$ cat src/rtl/core/first_fit_allocator_with_eviction_macros.svh
// assertion helpers for the allocator, sampled on clk, off while in reset
`ifndef FIRST_FIT_ALLOCATOR_WITH_EVICTION_MACROS_SVH
`define FIRST_FIT_ALLOCATOR_WITH_EVICTION_MACROS_SVH

// same-cycle implication
`define FFA_CHECK_NOW(lbl, pre, post, msg) \
  lbl: assert property (@(posedge clk) disable iff (!rst_n) (pre) |-> (post)) else $error(msg);

// next-cycle implication
`define FFA_CHECK_NEXT(lbl, pre, post, msg) \
  lbl: assert property (@(posedge clk) disable iff (!rst_n) (pre) |=> (post)) else $error(msg);

`endif

$ cat src/rtl/core/ffa_pkg.sv
`default_nettype none
package ffa_pkg;

  // request codes
  localparam logic OP_ALLOC = 1'b0;
  localparam logic OP_FREE  = 1'b1;

  // result status codes
  localparam logic [2:0] ST_FREE_RUN   = 3'd0;
  localparam logic [2:0] ST_FIT_EVICT  = 3'd1;
  localparam logic [2:0] ST_LAST_EVICT = 3'd2;
  localparam logic [2:0] ST_NO_ROOM    = 3'd3;
  localparam logic [2:0] ST_FREED      = 3'd4;

  // controller states
  typedef enum logic [4:0] {
    S_IDLE, S_START, S_RUN, S_TAKE, S_INS, S_INS_WR, S_TS_RD, S_TS_CHK,
    S_LAST_RD, S_LAST_CHK, S_REL_RD, S_REL_CHK, S_DEL_RD, S_DEL_CHK,
    S_SH_RD, S_SH_WR, S_REL_END, S_DONE
  } state_t;

  // datapath commands
  typedef enum logic [4:0] {
    C_NONE, C_LOAD, C_NOROOM, C_RUN_STEP, C_RUN_HIT, C_TAKE_STEP, C_INS_START,
    C_INS_RD, C_INS_WR, C_INS_PUT, C_TS_START, C_TAB_RD_ENT, C_ENT_INC,
    C_FIT_HIT, C_TAB_RD_LAST, C_LAST_HIT, C_OWN_RD, C_REL_CHK, C_DEL_START,
    C_SH_RD, C_SH_WR, C_DEC, C_TAKE_START, C_FREED, C_EMIT
  } dp_cmd_t;

  // datapath status flags
  typedef struct packed {
    logic is_free;
    logic n_zero;
    logic idx_end;
    logic run_hit;
    logic take_more;
    logic ins_block;
    logic ins_more;
    logic ent_end;
    logic fit;
    logic tot_zero;
    logic last_fit;
    logic del_match;
    logic sh_more;
    logic out_free;
  } dp_stat_t;

endpackage
`default_nettype wire

$ cat src/rtl/core/ffa_if.sv
`default_nettype none
// request channel
interface ffa_in_if;
  logic       valid;
  logic       ready;
  logic       op;
  logic [7:0] owner_id;
  logic [6:0] req_words;
  modport source (output valid, op, owner_id, req_words, input ready);
  modport sink (input valid, op, owner_id, req_words, output ready);
endinterface

// result channel
interface ffa_out_if;
  logic       valid;
  logic       ready;
  logic [2:0] status;
  logic [5:0] base_word;
  logic [7:0] evicted_owner;
  logic       evicted_valid;
  modport source (output valid, status, base_word, evicted_owner, evicted_valid,
                  input ready);
  modport sink (input valid, status, base_word, evicted_owner, evicted_valid,
                output ready);
endinterface
`default_nettype wire

$ cat src/rtl/core/ffa_ctrl.sv
`default_nettype none
module ffa_ctrl (
  input  wire logic             clk,
  input  wire logic             rst_n,
  input  wire logic             in_valid,
  output logic                  in_ready,
  input  wire ffa_pkg::dp_stat_t st,
  output ffa_pkg::dp_cmd_t      cmd
);

  ffa_pkg::state_t state_r, state_nxt;

  // state register
  always_ff @(posedge clk) begin
    if (!rst_n) begin
      state_r <= ffa_pkg::S_IDLE;
    end else begin
      state_r <= state_nxt;
    end
  end

  // next state and commands
  always_comb begin
    state_nxt = state_r;
    cmd       = ffa_pkg::C_NONE;
    in_ready  = 1'b0;
    case (state_r)
      ffa_pkg::S_IDLE: begin
        // no request beat is taken while in reset
        in_ready = rst_n;
        if (in_valid) begin
          cmd       = ffa_pkg::C_LOAD;
          state_nxt = ffa_pkg::S_START;
        end
      end
      ffa_pkg::S_START: begin
        if (st.is_free) begin
          state_nxt = ffa_pkg::S_REL_RD;
        end else if (st.n_zero) begin
          cmd       = ffa_pkg::C_NOROOM;
          state_nxt = ffa_pkg::S_DONE;
        end else begin
          state_nxt = ffa_pkg::S_RUN;
        end
      end
      // first-fit scan over the free map
      ffa_pkg::S_RUN: begin
        if (st.idx_end) begin
          cmd       = ffa_pkg::C_TS_START;
          state_nxt = ffa_pkg::S_TS_RD;
        end else if (st.run_hit) begin
          cmd       = ffa_pkg::C_RUN_HIT;
          state_nxt = ffa_pkg::S_TAKE;
        end else begin
          cmd = ffa_pkg::C_RUN_STEP;
        end
      end
      ffa_pkg::S_TAKE: begin
        if (st.take_more) begin
          cmd = ffa_pkg::C_TAKE_STEP;
        end else begin
          cmd       = ffa_pkg::C_INS_START;
          state_nxt = ffa_pkg::S_INS;
        end
      end
      // table insert, shifting upward one entry at a time
      ffa_pkg::S_INS: begin
        if (st.ins_block) begin
          state_nxt = ffa_pkg::S_DONE;
        end else if (st.ins_more) begin
          cmd       = ffa_pkg::C_INS_RD;
          state_nxt = ffa_pkg::S_INS_WR;
        end else begin
          cmd       = ffa_pkg::C_INS_PUT;
          state_nxt = ffa_pkg::S_DONE;
        end
      end
      ffa_pkg::S_INS_WR: begin
        cmd       = ffa_pkg::C_INS_WR;
        state_nxt = ffa_pkg::S_INS;
      end
      // search for a fitting victim
      ffa_pkg::S_TS_RD: begin
        if (st.ent_end) begin
          state_nxt = ffa_pkg::S_LAST_RD;
        end else begin
          cmd       = ffa_pkg::C_TAB_RD_ENT;
          state_nxt = ffa_pkg::S_TS_CHK;
        end
      end
      ffa_pkg::S_TS_CHK: begin
        if (st.fit) begin
          cmd       = ffa_pkg::C_FIT_HIT;
          state_nxt = ffa_pkg::S_REL_RD;
        end else begin
          cmd       = ffa_pkg::C_ENT_INC;
          state_nxt = ffa_pkg::S_TS_RD;
        end
      end
      ffa_pkg::S_LAST_RD: begin
        if (st.tot_zero) begin
          cmd       = ffa_pkg::C_NOROOM;
          state_nxt = ffa_pkg::S_DONE;
        end else begin
          cmd       = ffa_pkg::C_TAB_RD_LAST;
          state_nxt = ffa_pkg::S_LAST_CHK;
        end
      end
      ffa_pkg::S_LAST_CHK: begin
        if (st.last_fit) begin
          cmd       = ffa_pkg::C_LAST_HIT;
          state_nxt = ffa_pkg::S_REL_RD;
        end else begin
          cmd       = ffa_pkg::C_NOROOM;
          state_nxt = ffa_pkg::S_DONE;
        end
      end
      // release sweep over all words
      ffa_pkg::S_REL_RD: begin
        if (st.idx_end) begin
          cmd       = ffa_pkg::C_DEL_START;
          state_nxt = ffa_pkg::S_DEL_RD;
        end else begin
          cmd       = ffa_pkg::C_OWN_RD;
          state_nxt = ffa_pkg::S_REL_CHK;
        end
      end
      ffa_pkg::S_REL_CHK: begin
        cmd       = ffa_pkg::C_REL_CHK;
        state_nxt = ffa_pkg::S_REL_RD;
      end
      // delete first table entry of the owner
      ffa_pkg::S_DEL_RD: begin
        if (st.ent_end) begin
          state_nxt = ffa_pkg::S_REL_END;
        end else begin
          cmd       = ffa_pkg::C_TAB_RD_ENT;
          state_nxt = ffa_pkg::S_DEL_CHK;
        end
      end
      ffa_pkg::S_DEL_CHK: begin
        if (st.del_match) begin
          state_nxt = ffa_pkg::S_SH_RD;
        end else begin
          cmd       = ffa_pkg::C_ENT_INC;
          state_nxt = ffa_pkg::S_DEL_RD;
        end
      end
      ffa_pkg::S_SH_RD: begin
        if (st.sh_more) begin
          cmd       = ffa_pkg::C_SH_RD;
          state_nxt = ffa_pkg::S_SH_WR;
        end else begin
          cmd       = ffa_pkg::C_DEC;
          state_nxt = ffa_pkg::S_REL_END;
        end
      end
      ffa_pkg::S_SH_WR: begin
        cmd       = ffa_pkg::C_SH_WR;
        state_nxt = ffa_pkg::S_SH_RD;
      end
      ffa_pkg::S_REL_END: begin
        if (st.is_free) begin
          cmd       = ffa_pkg::C_FREED;
          state_nxt = ffa_pkg::S_DONE;
        end else begin
          cmd       = ffa_pkg::C_TAKE_START;
          state_nxt = ffa_pkg::S_TAKE;
        end
      end
      ffa_pkg::S_DONE: begin
        if (st.out_free) begin
          cmd       = ffa_pkg::C_EMIT;
          state_nxt = ffa_pkg::S_IDLE;
        end
      end
      default: begin
        state_nxt = ffa_pkg::S_IDLE;
      end
    endcase
  end

endmodule
`default_nettype wire

$ cat src/rtl/core/ffa_dp.sv
`default_nettype none
module ffa_dp #(
  parameter int MemWords     = 64,
  parameter int TableEntries = 32
) (
  input  wire logic             clk,
  input  wire logic             rst_n,
  input  wire ffa_pkg::dp_cmd_t cmd,
  output ffa_pkg::dp_stat_t     st,
  input  wire logic             in_op,
  input  wire logic [7:0]       in_owner_id,
  input  wire logic [6:0]       in_req_words,
  input  wire logic             out_ready,
  output logic                  out_valid,
  output logic [2:0]            out_status,
  output logic [5:0]            out_base_word,
  output logic [7:0]            out_evicted_owner,
  output logic                  out_evicted_valid
);

  localparam int AW = $clog2(MemWords);
  localparam int CW = $clog2(MemWords + 1);
  localparam int EW = $clog2(TableEntries);
  localparam int TW = $clog2(TableEntries + 1);
  localparam int DW = ((CW > 7) ? CW : 7) + 1;

  typedef struct packed {
    logic [7:0]    owner;
    logic [AW-1:0] start;
    logic [6:0]    len;
  } ent_t;

  // storage
  logic [MemWords-1:0] free_r;
  logic [7:0]          own_mem [MemWords];
  logic [7:0]          own_q_r;
  ent_t                tab_mem [TableEntries];
  ent_t                tab_q_r;
  logic [TW-1:0]       total_r;

  // request context
  logic          op_r;
  logic [7:0]    id_r;
  logic [6:0]    n_r;
  logic [7:0]    key_r;
  logic [CW-1:0] idx_r;
  logic [CW-1:0] run_r;
  logic [TW-1:0] ent_r;
  logic [TW-1:0] pos_r;
  logic [AW-1:0] start_r;
  logic [7:0]    victim_r;
  logic [2:0]    status_r;
  logic          evict_r;

  // result register
  logic       out_valid_r;
  logic [2:0] out_status_r;
  logic [5:0] out_start_r;
  logic [7:0] out_victim_r;
  logic       out_evict_r;

  logic [AW-1:0] widx;
  logic [DW-1:0] hit_start;
  logic [TW-1:0] tab_raddr;
  logic          tab_rd;

  assign widx      = idx_r[AW-1:0];
  assign hit_start = DW'(idx_r) + DW'(1) - DW'(n_r);

  // status flags
  always_comb begin
    st.is_free   = (op_r == ffa_pkg::OP_FREE);
    st.n_zero    = (n_r == '0);
    st.idx_end   = (idx_r == CW'(MemWords));
    st.run_hit   = free_r[widx] && ((DW'(run_r) + DW'(1)) == DW'(n_r));
    st.take_more = (idx_r < CW'(MemWords)) &&
                   (DW'(idx_r) < (DW'(start_r) + DW'(n_r)));
    st.ins_block = (total_r >= TW'(TableEntries)) || (pos_r > total_r);
    st.ins_more  = (ent_r > pos_r);
    st.ent_end   = (ent_r >= total_r);
    st.fit       = (tab_q_r.len >= n_r);
    st.tot_zero  = (total_r == '0);
    st.last_fit  = ((DW'(MemWords) - DW'(tab_q_r.start)) >= DW'(n_r));
    st.del_match = (tab_q_r.owner == key_r);
    st.sh_more   = ((TW + 1)'(ent_r) + (TW + 1)'(1)) < (TW + 1)'(total_r);
    st.out_free  = !out_valid_r || out_ready;
  end

  // table read address
  always_comb begin
    tab_rd    = 1'b1;
    tab_raddr = ent_r;
    case (cmd)
      ffa_pkg::C_TAB_RD_ENT:  tab_raddr = ent_r;
      ffa_pkg::C_TAB_RD_LAST: tab_raddr = total_r - TW'(1);
      ffa_pkg::C_INS_RD:      tab_raddr = ent_r - TW'(1);
      ffa_pkg::C_SH_RD:       tab_raddr = ent_r + TW'(1);
      default:                tab_rd    = 1'b0;
    endcase
  end

  // table memory
  always_ff @(posedge clk) begin
    if (tab_rd) begin
      tab_q_r <= tab_mem[tab_raddr[EW-1:0]];
    end
    case (cmd)
      ffa_pkg::C_INS_WR, ffa_pkg::C_SH_WR: begin
        tab_mem[ent_r[EW-1:0]] <= tab_q_r;
      end
      ffa_pkg::C_INS_PUT: begin
        tab_mem[pos_r[EW-1:0]] <= '{owner: id_r, start: start_r, len: n_r};
      end
      default: begin
      end
    endcase
  end

  // word owner memory
  always_ff @(posedge clk) begin
    if (cmd == ffa_pkg::C_TAKE_STEP) begin
      own_mem[widx] <= id_r;
    end
    if (cmd == ffa_pkg::C_OWN_RD) begin
      own_q_r <= own_mem[widx];
    end
  end

  // free map, entry count and result valid
  always_ff @(posedge clk) begin
    if (!rst_n) begin
      free_r      <= '1;
      total_r     <= '0;
      out_valid_r <= 1'b0;
    end else begin
      if (out_valid_r && out_ready) begin
        out_valid_r <= 1'b0;
      end
      case (cmd)
        ffa_pkg::C_TAKE_STEP: free_r[widx] <= 1'b0;
        ffa_pkg::C_REL_CHK: begin
          if (!free_r[widx] && (own_q_r == key_r)) begin
            free_r[widx] <= 1'b1;
          end
        end
        ffa_pkg::C_INS_PUT: total_r     <= total_r + TW'(1);
        ffa_pkg::C_DEC:     total_r     <= total_r - TW'(1);
        ffa_pkg::C_EMIT:    out_valid_r <= 1'b1;
        default: begin
        end
      endcase
    end
  end

  // request context and counters
  always_ff @(posedge clk) begin
    case (cmd)
      ffa_pkg::C_LOAD: begin
        op_r     <= in_op;
        id_r     <= in_owner_id;
        key_r    <= in_owner_id;
        n_r      <= in_req_words;
        idx_r    <= '0;
        run_r    <= '0;
        start_r  <= '0;
        victim_r <= '0;
        evict_r  <= 1'b0;
        status_r <= ffa_pkg::ST_NO_ROOM;
      end
      ffa_pkg::C_NOROOM: status_r <= ffa_pkg::ST_NO_ROOM;
      ffa_pkg::C_RUN_STEP: begin
        run_r <= free_r[widx] ? run_r + CW'(1) : '0;
        idx_r <= idx_r + CW'(1);
      end
      ffa_pkg::C_RUN_HIT: begin
        start_r  <= AW'(hit_start);
        idx_r    <= CW'(hit_start);
        pos_r    <= total_r;
        status_r <= ffa_pkg::ST_FREE_RUN;
      end
      ffa_pkg::C_TAKE_STEP, ffa_pkg::C_REL_CHK: idx_r <= idx_r + CW'(1);
      ffa_pkg::C_INS_START:  ent_r <= total_r;
      ffa_pkg::C_INS_WR:     ent_r <= ent_r - TW'(1);
      ffa_pkg::C_TS_START,
      ffa_pkg::C_DEL_START:  ent_r <= '0;
      ffa_pkg::C_ENT_INC,
      ffa_pkg::C_SH_WR:      ent_r <= ent_r + TW'(1);
      ffa_pkg::C_FIT_HIT: begin
        victim_r <= tab_q_r.owner;
        key_r    <= tab_q_r.owner;
        start_r  <= tab_q_r.start;
        pos_r    <= ent_r;
        status_r <= ffa_pkg::ST_FIT_EVICT;
        evict_r  <= 1'b1;
        idx_r    <= '0;
      end
      ffa_pkg::C_LAST_HIT: begin
        victim_r <= tab_q_r.owner;
        key_r    <= tab_q_r.owner;
        start_r  <= tab_q_r.start;
        pos_r    <= total_r - TW'(1);
        status_r <= ffa_pkg::ST_LAST_EVICT;
        evict_r  <= 1'b1;
        idx_r    <= '0;
      end
      ffa_pkg::C_TAKE_START: idx_r    <= CW'(start_r);
      ffa_pkg::C_FREED:      status_r <= ffa_pkg::ST_FREED;
      ffa_pkg::C_EMIT: begin
        out_status_r <= status_r;
        out_start_r  <= 6'(start_r);
        out_victim_r <= victim_r;
        out_evict_r  <= evict_r;
      end
      default: begin
      end
    endcase
  end

  assign out_valid         = out_valid_r;
  assign out_status        = out_status_r;
  assign out_base_word     = out_start_r;
  assign out_evicted_owner = out_victim_r;
  assign out_evicted_valid = out_evict_r;

endmodule
`default_nettype wire

$ cat src/rtl/core/first_fit_allocator_with_eviction.sv
// channel   dir  handshake      beat contents
// in_ch     in   valid/ready    op, owner_id, req_words
// out_ch    out  valid/ready    status, base_word, evicted_owner, evicted_valid
//
// one request at a time; how long a free takes from accept to result is set by
// the word release sweep and the table delete shift. an allocate placed in a free
// run scans the free map, marks its words and inserts a table entry; on eviction,
// the table scan, a full release sweep and the delete precede the marking.
// synchronous active-low reset marks every word free, empties the table, holds off input.
// a waiting result does not block the next request beat; only its finish waits.
`default_nettype none
`include "first_fit_allocator_with_eviction_macros.svh"
module first_fit_allocator_with_eviction #(
  parameter int MemWords     = 64,
  parameter int TableEntries = 32
) (
  input wire logic   clk,
  input wire logic   rst_n,
  ffa_in_if.sink     in_ch,
  ffa_out_if.source  out_ch
);

  ffa_pkg::dp_cmd_t  cmd;
  ffa_pkg::dp_stat_t st;
  logic              in_ready;
  logic              out_evict_st;
  logic              out_unplaced;
  logic              out_clean;

  assign in_ch.ready = in_ready;

  // sequencer
  ffa_ctrl u_ctrl (
    .clk      (clk),
    .rst_n    (rst_n),
    .in_valid (in_ch.valid),
    .in_ready (in_ready),
    .st       (st),
    .cmd      (cmd)
  );

  // storage and arithmetic
  ffa_dp #(
    .MemWords     (MemWords),
    .TableEntries (TableEntries)
  ) u_dp (
    .clk               (clk),
    .rst_n             (rst_n),
    .cmd               (cmd),
    .st                (st),
    .in_op             (in_ch.op),
    .in_owner_id       (in_ch.owner_id),
    .in_req_words      (in_ch.req_words),
    .out_ready         (out_ch.ready),
    .out_valid         (out_ch.valid),
    .out_status        (out_ch.status),
    .out_base_word     (out_ch.base_word),
    .out_evicted_owner (out_ch.evicted_owner),
    .out_evicted_valid (out_ch.evicted_valid)
  );

  // result classes for the checks
  assign out_evict_st = (out_ch.status == ffa_pkg::ST_FIT_EVICT) ||
                        (out_ch.status == ffa_pkg::ST_LAST_EVICT);
  assign out_unplaced = (out_ch.status == ffa_pkg::ST_NO_ROOM) ||
                        (out_ch.status == ffa_pkg::ST_FREED);
  assign out_clean    = (out_ch.base_word == 6'd0) && !out_ch.evicted_valid;

  // checks
  `FFA_CHECK_NEXT(a_busy_after_accept, in_ch.valid && in_ready, !in_ready, "accepted while busy")
  `FFA_CHECK_NOW(a_evict_flag, out_ch.valid && out_evict_st, out_ch.evicted_valid, "evict no flag")
  `FFA_CHECK_NOW(a_unplaced_clean, out_ch.valid && out_unplaced, out_clean, "unplaced has data")

endmodule
`default_nettype wire
$ cat src/flat_wrapper.sv
// flat-port wrapper written by rule: the top's interface ports become plain ports
module first_fit_allocator_with_eviction_flat 
#(
  parameter int MemWords     = 64,
  parameter int TableEntries = 32
)
  (clk, rst_n, in_ch_valid, in_ch_op, in_ch_owner_id, in_ch_req_words, in_ch_ready, out_ch_valid, out_ch_status, out_ch_base_word, out_ch_evicted_owner, out_ch_evicted_valid, out_ch_ready);
  ffa_in_if in_ch_i ();
  ffa_out_if out_ch_i ();
  input wire logic clk;
  input wire logic rst_n;
  input wire logic [$bits(in_ch_i.valid)-1:0] in_ch_valid;
  input wire logic [$bits(in_ch_i.op)-1:0] in_ch_op;
  input wire logic [$bits(in_ch_i.owner_id)-1:0] in_ch_owner_id;
  input wire logic [$bits(in_ch_i.req_words)-1:0] in_ch_req_words;
  output wire logic [$bits(in_ch_i.ready)-1:0] in_ch_ready;
  output wire logic [$bits(out_ch_i.valid)-1:0] out_ch_valid;
  output wire logic [$bits(out_ch_i.status)-1:0] out_ch_status;
  output wire logic [$bits(out_ch_i.base_word)-1:0] out_ch_base_word;
  output wire logic [$bits(out_ch_i.evicted_owner)-1:0] out_ch_evicted_owner;
  output wire logic [$bits(out_ch_i.evicted_valid)-1:0] out_ch_evicted_valid;
  input wire logic [$bits(out_ch_i.ready)-1:0] out_ch_ready;
  assign in_ch_i.valid = in_ch_valid;
  assign in_ch_i.op = in_ch_op;
  assign in_ch_i.owner_id = in_ch_owner_id;
  assign in_ch_i.req_words = in_ch_req_words;
  assign in_ch_ready = in_ch_i.ready;
  assign out_ch_valid = out_ch_i.valid;
  assign out_ch_status = out_ch_i.status;
  assign out_ch_base_word = out_ch_i.base_word;
  assign out_ch_evicted_owner = out_ch_i.evicted_owner;
  assign out_ch_evicted_valid = out_ch_i.evicted_valid;
  assign out_ch_i.ready = out_ch_ready;
  first_fit_allocator_with_eviction #(.MemWords(MemWords), .TableEntries(TableEntries)) u_core (.clk(clk), .rst_n(rst_n), .in_ch(in_ch_i), .out_ch(out_ch_i));
endmodule
$ cat config.mk
export PLATFORM = sky130hd
export DESIGN_NAME = first_fit_allocator_with_eviction_flat
export DESIGN_NICKNAME = d
export VERILOG_FILES = /design/src/rtl/core/ffa_pkg.sv /design/src/rtl/core/ffa_if.sv /design/src/rtl/core/ffa_ctrl.sv /design/src/rtl/core/ffa_dp.sv /design/src/rtl/core/first_fit_allocator_with_eviction.sv /design/src/flat_wrapper.sv
export VERILOG_INCLUDE_DIRS = /design/src /design/src/rtl/core
export SDC_FILE = /design/constraint.sdc
export NUM_CORES = 2
export LEC_CHECK = 0
export ABC_CLOCK_PERIOD_IN_PS = 4700
export BUFFER_PORTS_ARGS = -buffer_cell sky130_fd_sc_hd__buf_4
export CELL_PAD_IN_SITES_DETAIL_PLACEMENT = 1
export CELL_PAD_IN_SITES_GLOBAL_PLACEMENT = 2
export CORE_ASPECT_RATIO = 1.75
export CORE_MARGIN = 2
export CORE_UTILIZATION = 25
export CTS_BUF_LIST = sky130_fd_sc_hd__clkbuf_8
export CTS_CLUSTER_SIZE = 14
export DETAILED_ROUTE_END_ITERATION = 7
export PLACE_DENSITY = 0.54
export SYNTH_ARGS = -nofsm -noshare
export SYNTH_HDL_FRONTEND = slang
export SYNTH_SLANG_ARGS = --single-unit
$ cat constraint.sdc
create_clock -name clk -period 4.7 [get_ports clk]
set_clock_uncertainty 0.05 [all_clocks]
set_input_delay 0.47 -clock clk [delete_from_list [all_inputs] [get_ports clk]]
set_output_delay 0.47 -clock clk [all_outputs]
set_load 0.01 [all_outputs]
; ---- Yosys cells after proc, flatten, opt, wreduce, memory -nomap -nowiden
; Memory sizes are Yosys's and may differ from the RTL's. A register that Yosys moved wholly into a read port is not among the register bits.
; Cells that the tools add are included.
[totals]
rom_bits = 0
latch_bits = 0
mem_bits_rw = 1184
n_memories = 2
word_cells = 200
reg_bits = 162
[op_classes]
div = 0
n_mux = 68
addsub = 12
n_mul = 0
bitwise_logic = 3
n_eq_ne = 50
reduce_logical = 34
order_cmp = 11
n_shift = 0
[mem_list]
columns = memory, words, width, rd, rd_ports_with_merged_regs, write_ports, line
row1 = u_core.u_dp.tab_mem, 32, 21, 1, 1, 1, ffa_dp.sv:37  ; ent_t tab_mem [TableEntries];
row2 = u_core.u_dp.own_mem, 64, 8, 1, 1, 1, ffa_dp.sv:35  ; logic [7:0] own_mem [MemWords];
[op_table]
columns = op, n
row1 = case mux 64 bit (2 select lines), 1
row2 = case mux 5 bit (18 select lines), 1
row3 = case mux 5 bit (17 select lines), 1
row4 = equality test 5 x 4 -> 1 bit (second input constant), 16
row5 = two-way mux 5 bit, 16
row6 = AND 64 bit, 1
row7 = two-way mux 64 bit, 1
row8 = inverter 64 bit, 1
row9 = bitwise OR 64 bit, 1
row10 = equality test 5 bit (second input constant), 11
row11 = equality test 5 x 3 -> 1 bit (second input constant), 8
row12 = two-way mux 4 bit, 9
row13 = case mux 6 bit (3 select lines), 2
row14 = case mux 8 bit (2 select lines), 2
row15 = case mux 7 bit (4 select lines), 1
row16 = case mux 6 bit (4 select lines), 1
row17 = adder 7 x 1 -> 7 bit (second input constant), 3
row18 = two-way mux 21 bit, 1
row19 = OR reduction 21 bit, 1
row20 = equality test 5 x 2 -> 1 bit (second input constant), 4
row21 = equality test 8 bit, 2
row22 = two-way mux 1 bit, 16
row23 = case mux 3 bit (5 select lines), 1
row24 = case mux 5 bit (3 select lines), 1
row25 = 46 further kinds, 76

; ---- Longest topological paths before layout
[depth]
ltp_word = 11
mapped_depth = 19
ltp_nobuf = 17

; ---- Hierarchy
; A second synthesis with hierarchy kept.
[hier_totals]
cells_unflattened = 4245
hier_area_um2 = 57361.3
[modules_own_cells]
columns = mod, n_inst, seq_area_each_um2, cells_per_inst, area_per_inst_um2
row1 = ffa_dp, 1, 40428.8, 4111, 56470.4
row2 = ffa_ctrl, 1, 100.1, 134, 890.9

; ---- Worst setup path before layout
; No wires, ideal clock.
[synth_timing]
kind = register to register
startpoint = register u_core.u_dp.tab_q_r[9] (netlist name)
endpoint = memory u_core.u_dp.tab_mem[16][0] in the netlist's numbering, enable pin
path_stages_with_launch = 16
setup_ns = 0.399
arrival_time_ns = 4.538
setup_slack_ns = -0.287
path_cell_list = edfxtp_1 > nor3_1 > nor3b_1 > xnor2_1 > ha_1 > a2111oi_2 > o21ai_1 > o21ai_1 > nor3_1 > nor2_4 > inv_2 > or4b_4 > a2111o_1 > a21oi_2 > o21ai_2 > nor2_1
[synth_between]
elab_chain_cells = 9
[synth_lines]
columns = element, line
row1 = subtractor 7 x 6 -> 8 bit (*), ffa_dp.sv:83  ; st.last_fit = ((DW'(MemWords) - DW'(tab_q_r.start)) >= DW'(n_r));
row2 = greater-or-equal comparator 8 x 7 -> 1 bit (*), ffa_dp.sv:83
row3 = two-way mux 4 bit (*), ffa_ctrl.sv:110  ; if (st.last_fit) begin
row4 = case mux 5 bit (17 select lines) (*), ffa_ctrl.sv:27  ; case (state_r)
row5 = equality test 5 x 4 -> 1 bit or equality test 5 bit (tied branches), ffa_dp.sv:107  ; case (cmd)
row6 = two-way mux 1 bit or OR reduction 2 bit (tied branches), ffa_dp.sv:107
row7 = two-way mux 1 bit (on tied branches), "ffa_dp.sv:112, ffa_dp.sv:107"
row8 = OR reduction 21 bit (no source line) or two-way mux 1 bit (tied branches), -
row9 = two-way mux 5 bit (no source line) or two-way mux 1 bit (tied branches), -
row10 = "end, declared", ffa_dp.sv:37
; Mark *: on every way between the ends. The rest lies on a longest branch, timed or not.

; ---- Final worst setup path
[layout_timing]
startpoint = register u_core.u_dp.tab_q_r[7] (netlist name)
endpoint = memory u_core.u_dp.tab_mem[7][16] in the netlist's numbering, enable pin
[layout_between]
elab_chain_cells = 9
[layout_lines]
columns = element, line
row1 = subtractor 7 x 6 -> 8 bit (*), ffa_dp.sv:83
row2 = greater-or-equal comparator 8 x 7 -> 1 bit (*), ffa_dp.sv:83
row3 = two-way mux 4 bit (*), ffa_ctrl.sv:110
row4 = case mux 5 bit (17 select lines) (*), ffa_ctrl.sv:27
row5 = equality test 5 x 4 -> 1 bit or equality test 5 bit (tied branches), ffa_dp.sv:107
row6 = two-way mux 1 bit or OR reduction 2 bit (tied branches), ffa_dp.sv:107
row7 = two-way mux 1 bit (on tied branches), "ffa_dp.sv:112, ffa_dp.sv:107"
row8 = OR reduction 21 bit (no source line) or two-way mux 1 bit (tied branches), -
row9 = two-way mux 5 bit (no source line) or two-way mux 1 bit (tied branches), -
; Marks and branches as above.

==> results.md <==
- Across the whole layout, storage elements account for between 40000 and 50000 um2.
- The utilization after layout is 31.2%.
- In this run, placement finished with an instance count of 7453.
- In this run the horizontal extent of the chip is 364 um.
- Synthesis produced approximately 4k cells.
- The number of rows in the core area is around 230.
- The starting DRC count in detailed routing is ~2.6k.
- The type of element capturing the critical path is a flip-flop.
- Clock tree synthesis inserted a total of 224 buffers.
- The power per cell area is ~470 nW/um2.
- Across the VDD grid, the largest voltage drop is 0.232 mV.
- The average routed wire per standard cell is 27.7 um.
- In the final layout, the multi-input gates occupy 15200 um2.
- Across every metal layer, demand over resource in global routing totals 18.7%.
- The clock period minus final worst setup slack is 4.57 ns.
- The starting utilization of the core area is 25.1%.
- CTS placed an instance of sky130_fd_sc_hd__clkbuf_8 at the clock tree root.
- The critical path is of the reg -> reg type.
- The final cell count without fillers is 7883.
- The cell taking the most area after synthesis is sky130_fd_sc_hd__edfxtp_1.
- The number of max-slew violations in the final report is 0.
- For this run, the number of Yosys warnings is 0.
- The critical hold path startpoint is in_ch_req_words[3].
- The total area inside the core boundary comes to 226000 um2.
- The longest clock path from root to sink contains 4 buffers.
- The insertion delay of the later-clocked pin in the worst-skew pair is 1.00 ns.
- The count of buffers added on input and output ports is 39.
- The initial antenna violation count was 15.
- The count of cell types in the netlist is 91.
- In this run the tightest slew margin relative to its limit is 22.4%.
- The average size of a mapped cell is 14.0 um2.
- The filler cell count is ~24k.
- The weighted congestion at the end of routability-driven global placement is roughly 0.89.
- Across all layers, the routed design uses roughly 38k vias.
- The data arrival at the endpoint of the critical path is 5.16 ns.
- For this block, the routed nets add up to 218000 um of wire.
- The met3 capacity usage during global routing is 2.34%.
- The die height is approximately 630 um.
- In the global route stage, met1 resource usage came out at 19.8%.
- The predominant post-synthesis flop cell is sky130_fd_sc_hd__edfxtp_1.
- The post-detailed-placement half-perimeter wirelength is 155000 um.
- The worst hold path belongs to the class in -> reg.
- The TritonCTS clock tree is yes.
- The first global-routing pass estimated 308000 um of wire.
- Ranked by total cell area, the synthesized netlist is headed by sky130_fd_sc_hd__edfxtp_1, sky130_fd_sc_hd__nand2_1, sky130_fd_sc_hd__a22oi_1.
- Yosys instantiated no cell more often than sky130_fd_sc_hd__edfxtp_1.
- The layout overhead on the synthesized area is 24.5%.
- The number of antenna-violating nets in the routed design is 0.
- The cell area after synthesis is 56600 um2.
- The via count of the first global-routing pass is a little over 40k.
- The die covers about 230000 um2.
- Total power for the finished layout comes to approximately 33000 uW.
- The total congestion overflow after global routing is 0.
- The final layout contains 4775 nets.
- Along the worst path, the maximum fanout reaches 5.
- The number of max-cap violations is 0.
- During I/O placement, the number of pins put on the boundary was 40.
- Setup repair after global routing could not meet its margin everywhere.
- The number of levels the H-tree was split into is 4.
- The register area share after synthesis is 71.6%.
- The data required time of the worst path is 5.29 ns.
- The async set or reset register ratio after synthesis is 0%.
- The iteration count of the initial detailed-routing pass is 5.
- Clock-pin slew was measured on the worst setup and hold paths at 0.07 ns.
- The area share of the leading cell type in the synthesized netlist is 68.9%.
- After routing the design area is 70500 um2.
- The fraction of the cycle the final worst path needs is 97.3%.
- STA classifies the critical path startpoint as a flip-flop.
- Global routing used 36.4% of the available met2 tracks.
- Tracing the worst setup path back leads to its startpoint at u_core.u_dp.tab_q_r[7].
- The fraction of layout cells with a size suffix above 1 is approximately 23%.
- The final count of hold timing violations came to 0.
- The standby leakage power is between 0.02 and 0.025 uW.
- When the netlist entered floorplanning its net count stood at 4130.
- The pin slew with the least headroom to its limit is 1.16 ns.
- The instance area after placement is 65800 um2.
- The busiest layer in global routing is met2.
- The run finished with clean final reports.
- The count of state elements after synthesis is 1375.
- Ranked by instance count, the synthesized netlist is headed by sky130_fd_sc_hd__edfxtp_1, sky130_fd_sc_hd__nand2_1, sky130_fd_sc_hd__a22oi_1.
- The pin count of the biggest net entering global routing is 65.
- The total DRC errors in the routed layout is 0.
- In this run the critical register-to-register path is launched from u_core.u_dp.tab_q_r[7].
- The total clock sinks is approximately 1.4k.
- After detailed routing, the number of vias per cell comes to 4.81.
- The synthesized design contains 1299 enable-type register cells.
- The count of endpoints failing setup in the final report is 0.
- The fmax is 219 MHz.
-- report_power, final --
part / total (uW) / internal [uW] / switching (uW) / leakage (uW)
combinational: 8640 / 2930 / 5700 / 0.00900
clock: 9980 / 4950 / 5030 / 0.00227
sequential: 14300 / 14000 / 327 / 0.0123
-- metal layers --
layer	up-vias	share of wire (%)
met5	-	0.016
met4	6	5.0
met2	800	56
met3	376	3.2
met1	19700	36
li1	17100	-
-- flip-flops by register name (all words and copies together), names as in the netlist, 3 cells and up, named ones only --
register / flops
u_core.u_dp.own_mem: 512
u_core.u_dp.id_r: 8
u_core.u_dp.key_r: 8
u_core.u_dp.total_r: 6
u_core.u_dp.victim_r: 8
u_core.u_dp.run_r: 7
u_core.u_dp.tab_mem: 672
u_core.u_ctrl.state_r: 5
u_core.u_dp.pos_r: 6
u_core.u_dp.tab_q_r: 21
u_core.u_dp.out_status: 3
u_core.u_dp.ent_r: 6
u_core.u_dp.idx_r: 7
u_core.u_dp.out_evicted_owner: 8
u_core.u_dp.n_r: 7
u_core.u_dp.status_r: 3
u_core.u_dp.own_q_r: 8
u_core.u_dp.out_base_word: 6
u_core.u_dp.start_r: 6
-- metrics by stage --
stage / hold WS [ns] / setup slack (ns) / TNS, ns
3_5_place_dp: 0.356 / -0.220 / -60.57
2_1_floorplan: 0.350 / -0.287 / -182.07
3_3_place_gp: 0.352 / -0.235 / -70.40
4_1_cts: 0.122 / 0.000593 / 0
5_1_grt: 0.182 / -0.0332 / -0.267
6_report: 0.214 / 0.127 / 0
-- cells by family (layout without fill, tap and decap cells) --
kind of cell / count (synthesis) / in the layout / synth area share, %
DFF: 1375 / 1375 / 71.6
buffers and inverters: 329 / 1137 / 2.41
muxes: 68 / 68 / 1.43
adders and majority gates: 72 / 72 / 1.62
AOI/OAI and AO/OA: 937 / 937 / 12.0
and+or+nand+nor: 1197 / 1197 / 9.98
other: 0 / 8 / 0
xor gates and xnor gates: 60 / 60 / 0.929
-- worst max-delay path, cell delays in order (launching register included) --
cell and delay (ns):
sky130_fd_sc_hd__edfxtp_1 0.42, sky130_fd_sc_hd__nor3_2 0.23, sky130_fd_sc_hd__nor3b_2 0.22, sky130_fd_sc_hd__xnor2_1 0.10
sky130_fd_sc_hd__ha_1 0.36, sky130_fd_sc_hd__buf_6 0.14, sky130_fd_sc_hd__o21a_1 0.09, sky130_fd_sc_hd__o21a_1 0.20
sky130_fd_sc_hd__o21ai_4 0.23, sky130_fd_sc_hd__nor3_4 0.07, sky130_fd_sc_hd__nor2_4 0.10, sky130_fd_sc_hd__inv_2 0.04
sky130_fd_sc_hd__or4b_4 0.48, sky130_fd_sc_hd__a2111o_1 0.41, sky130_fd_sc_hd__a21oi_2 0.18, sky130_fd_sc_hd__buf_6 0.16
sky130_fd_sc_hd__nand2_4 0.07, sky130_fd_sc_hd__buf_6 0.15, sky130_fd_sc_hd__nor2_4 0.26, sky130_fd_sc_hd__clkbuf_16 0.23
-- path summary, 6_finish.rpt --
path	to	slack, ns	cells after the start
setup / recovery	u_core.u_dp.tab_mem[7][16]	0.13	19
hold reg to reg	u_core.u_dp.out_evicted_owner[4]	0.37	0
setup reg to reg	u_core.u_dp.tab_mem[7][16]	0.13	19
hold / removal	u_core.u_dp.n_r[3]	0.21	2
-- what timing repair did --
action	CTS	global route
endpoints found under the hold margin	33	0
gates resized for setup	16	30
hold buffers	19	0
setup endpoints to repair	701	1151
gates cloned	0	7
buffers inserted	0	7
pin swaps	0	14
-- final cells by class --
class	count	share of cell area [%]
Sequential cell	1375	57.5
Antenna cell	8	0.0284
Inverter	51	0.272
Multi-Input combinational cell	2334	21.6
Tap cell	3029	5.38
Clock inverter	164	1.37
Clock buffer	225	4.39
Timing Repair Buffer	697	9.45
-- cells in the final DEF (no fill, tap or decap), types with 33 or more instances in the layout --
cell	n
sky130_fd_sc_hd__a211oi_1	124
sky130_fd_sc_hd__a21oi_1	54
sky130_fd_sc_hd__a22oi_1	220
sky130_fd_sc_hd__a311oi_1	74
sky130_fd_sc_hd__a31oi_1	100
sky130_fd_sc_hd__and2_1	93
sky130_fd_sc_hd__and3_1	43
sky130_fd_sc_hd__buf_12	102
sky130_fd_sc_hd__buf_4	566
sky130_fd_sc_hd__clkbuf_8	225
sky130_fd_sc_hd__clkinv_1	57
sky130_fd_sc_hd__dfxtp_1	76
sky130_fd_sc_hd__edfxtp_1	1299
sky130_fd_sc_hd__ha_1	70
sky130_fd_sc_hd__inv_1	102
sky130_fd_sc_hd__mux2i_1	54
sky130_fd_sc_hd__nand2_1	511
sky130_fd_sc_hd__nand3_1	131
sky130_fd_sc_hd__nand4_1	91
sky130_fd_sc_hd__nor2_1	136
sky130_fd_sc_hd__nor3_1	36
sky130_fd_sc_hd__o21ai_0	83
sky130_fd_sc_hd__o21ai_1	33
sky130_fd_sc_hd__xnor2_1	38
Note: power is estimated with default switching activity, not from simulation.
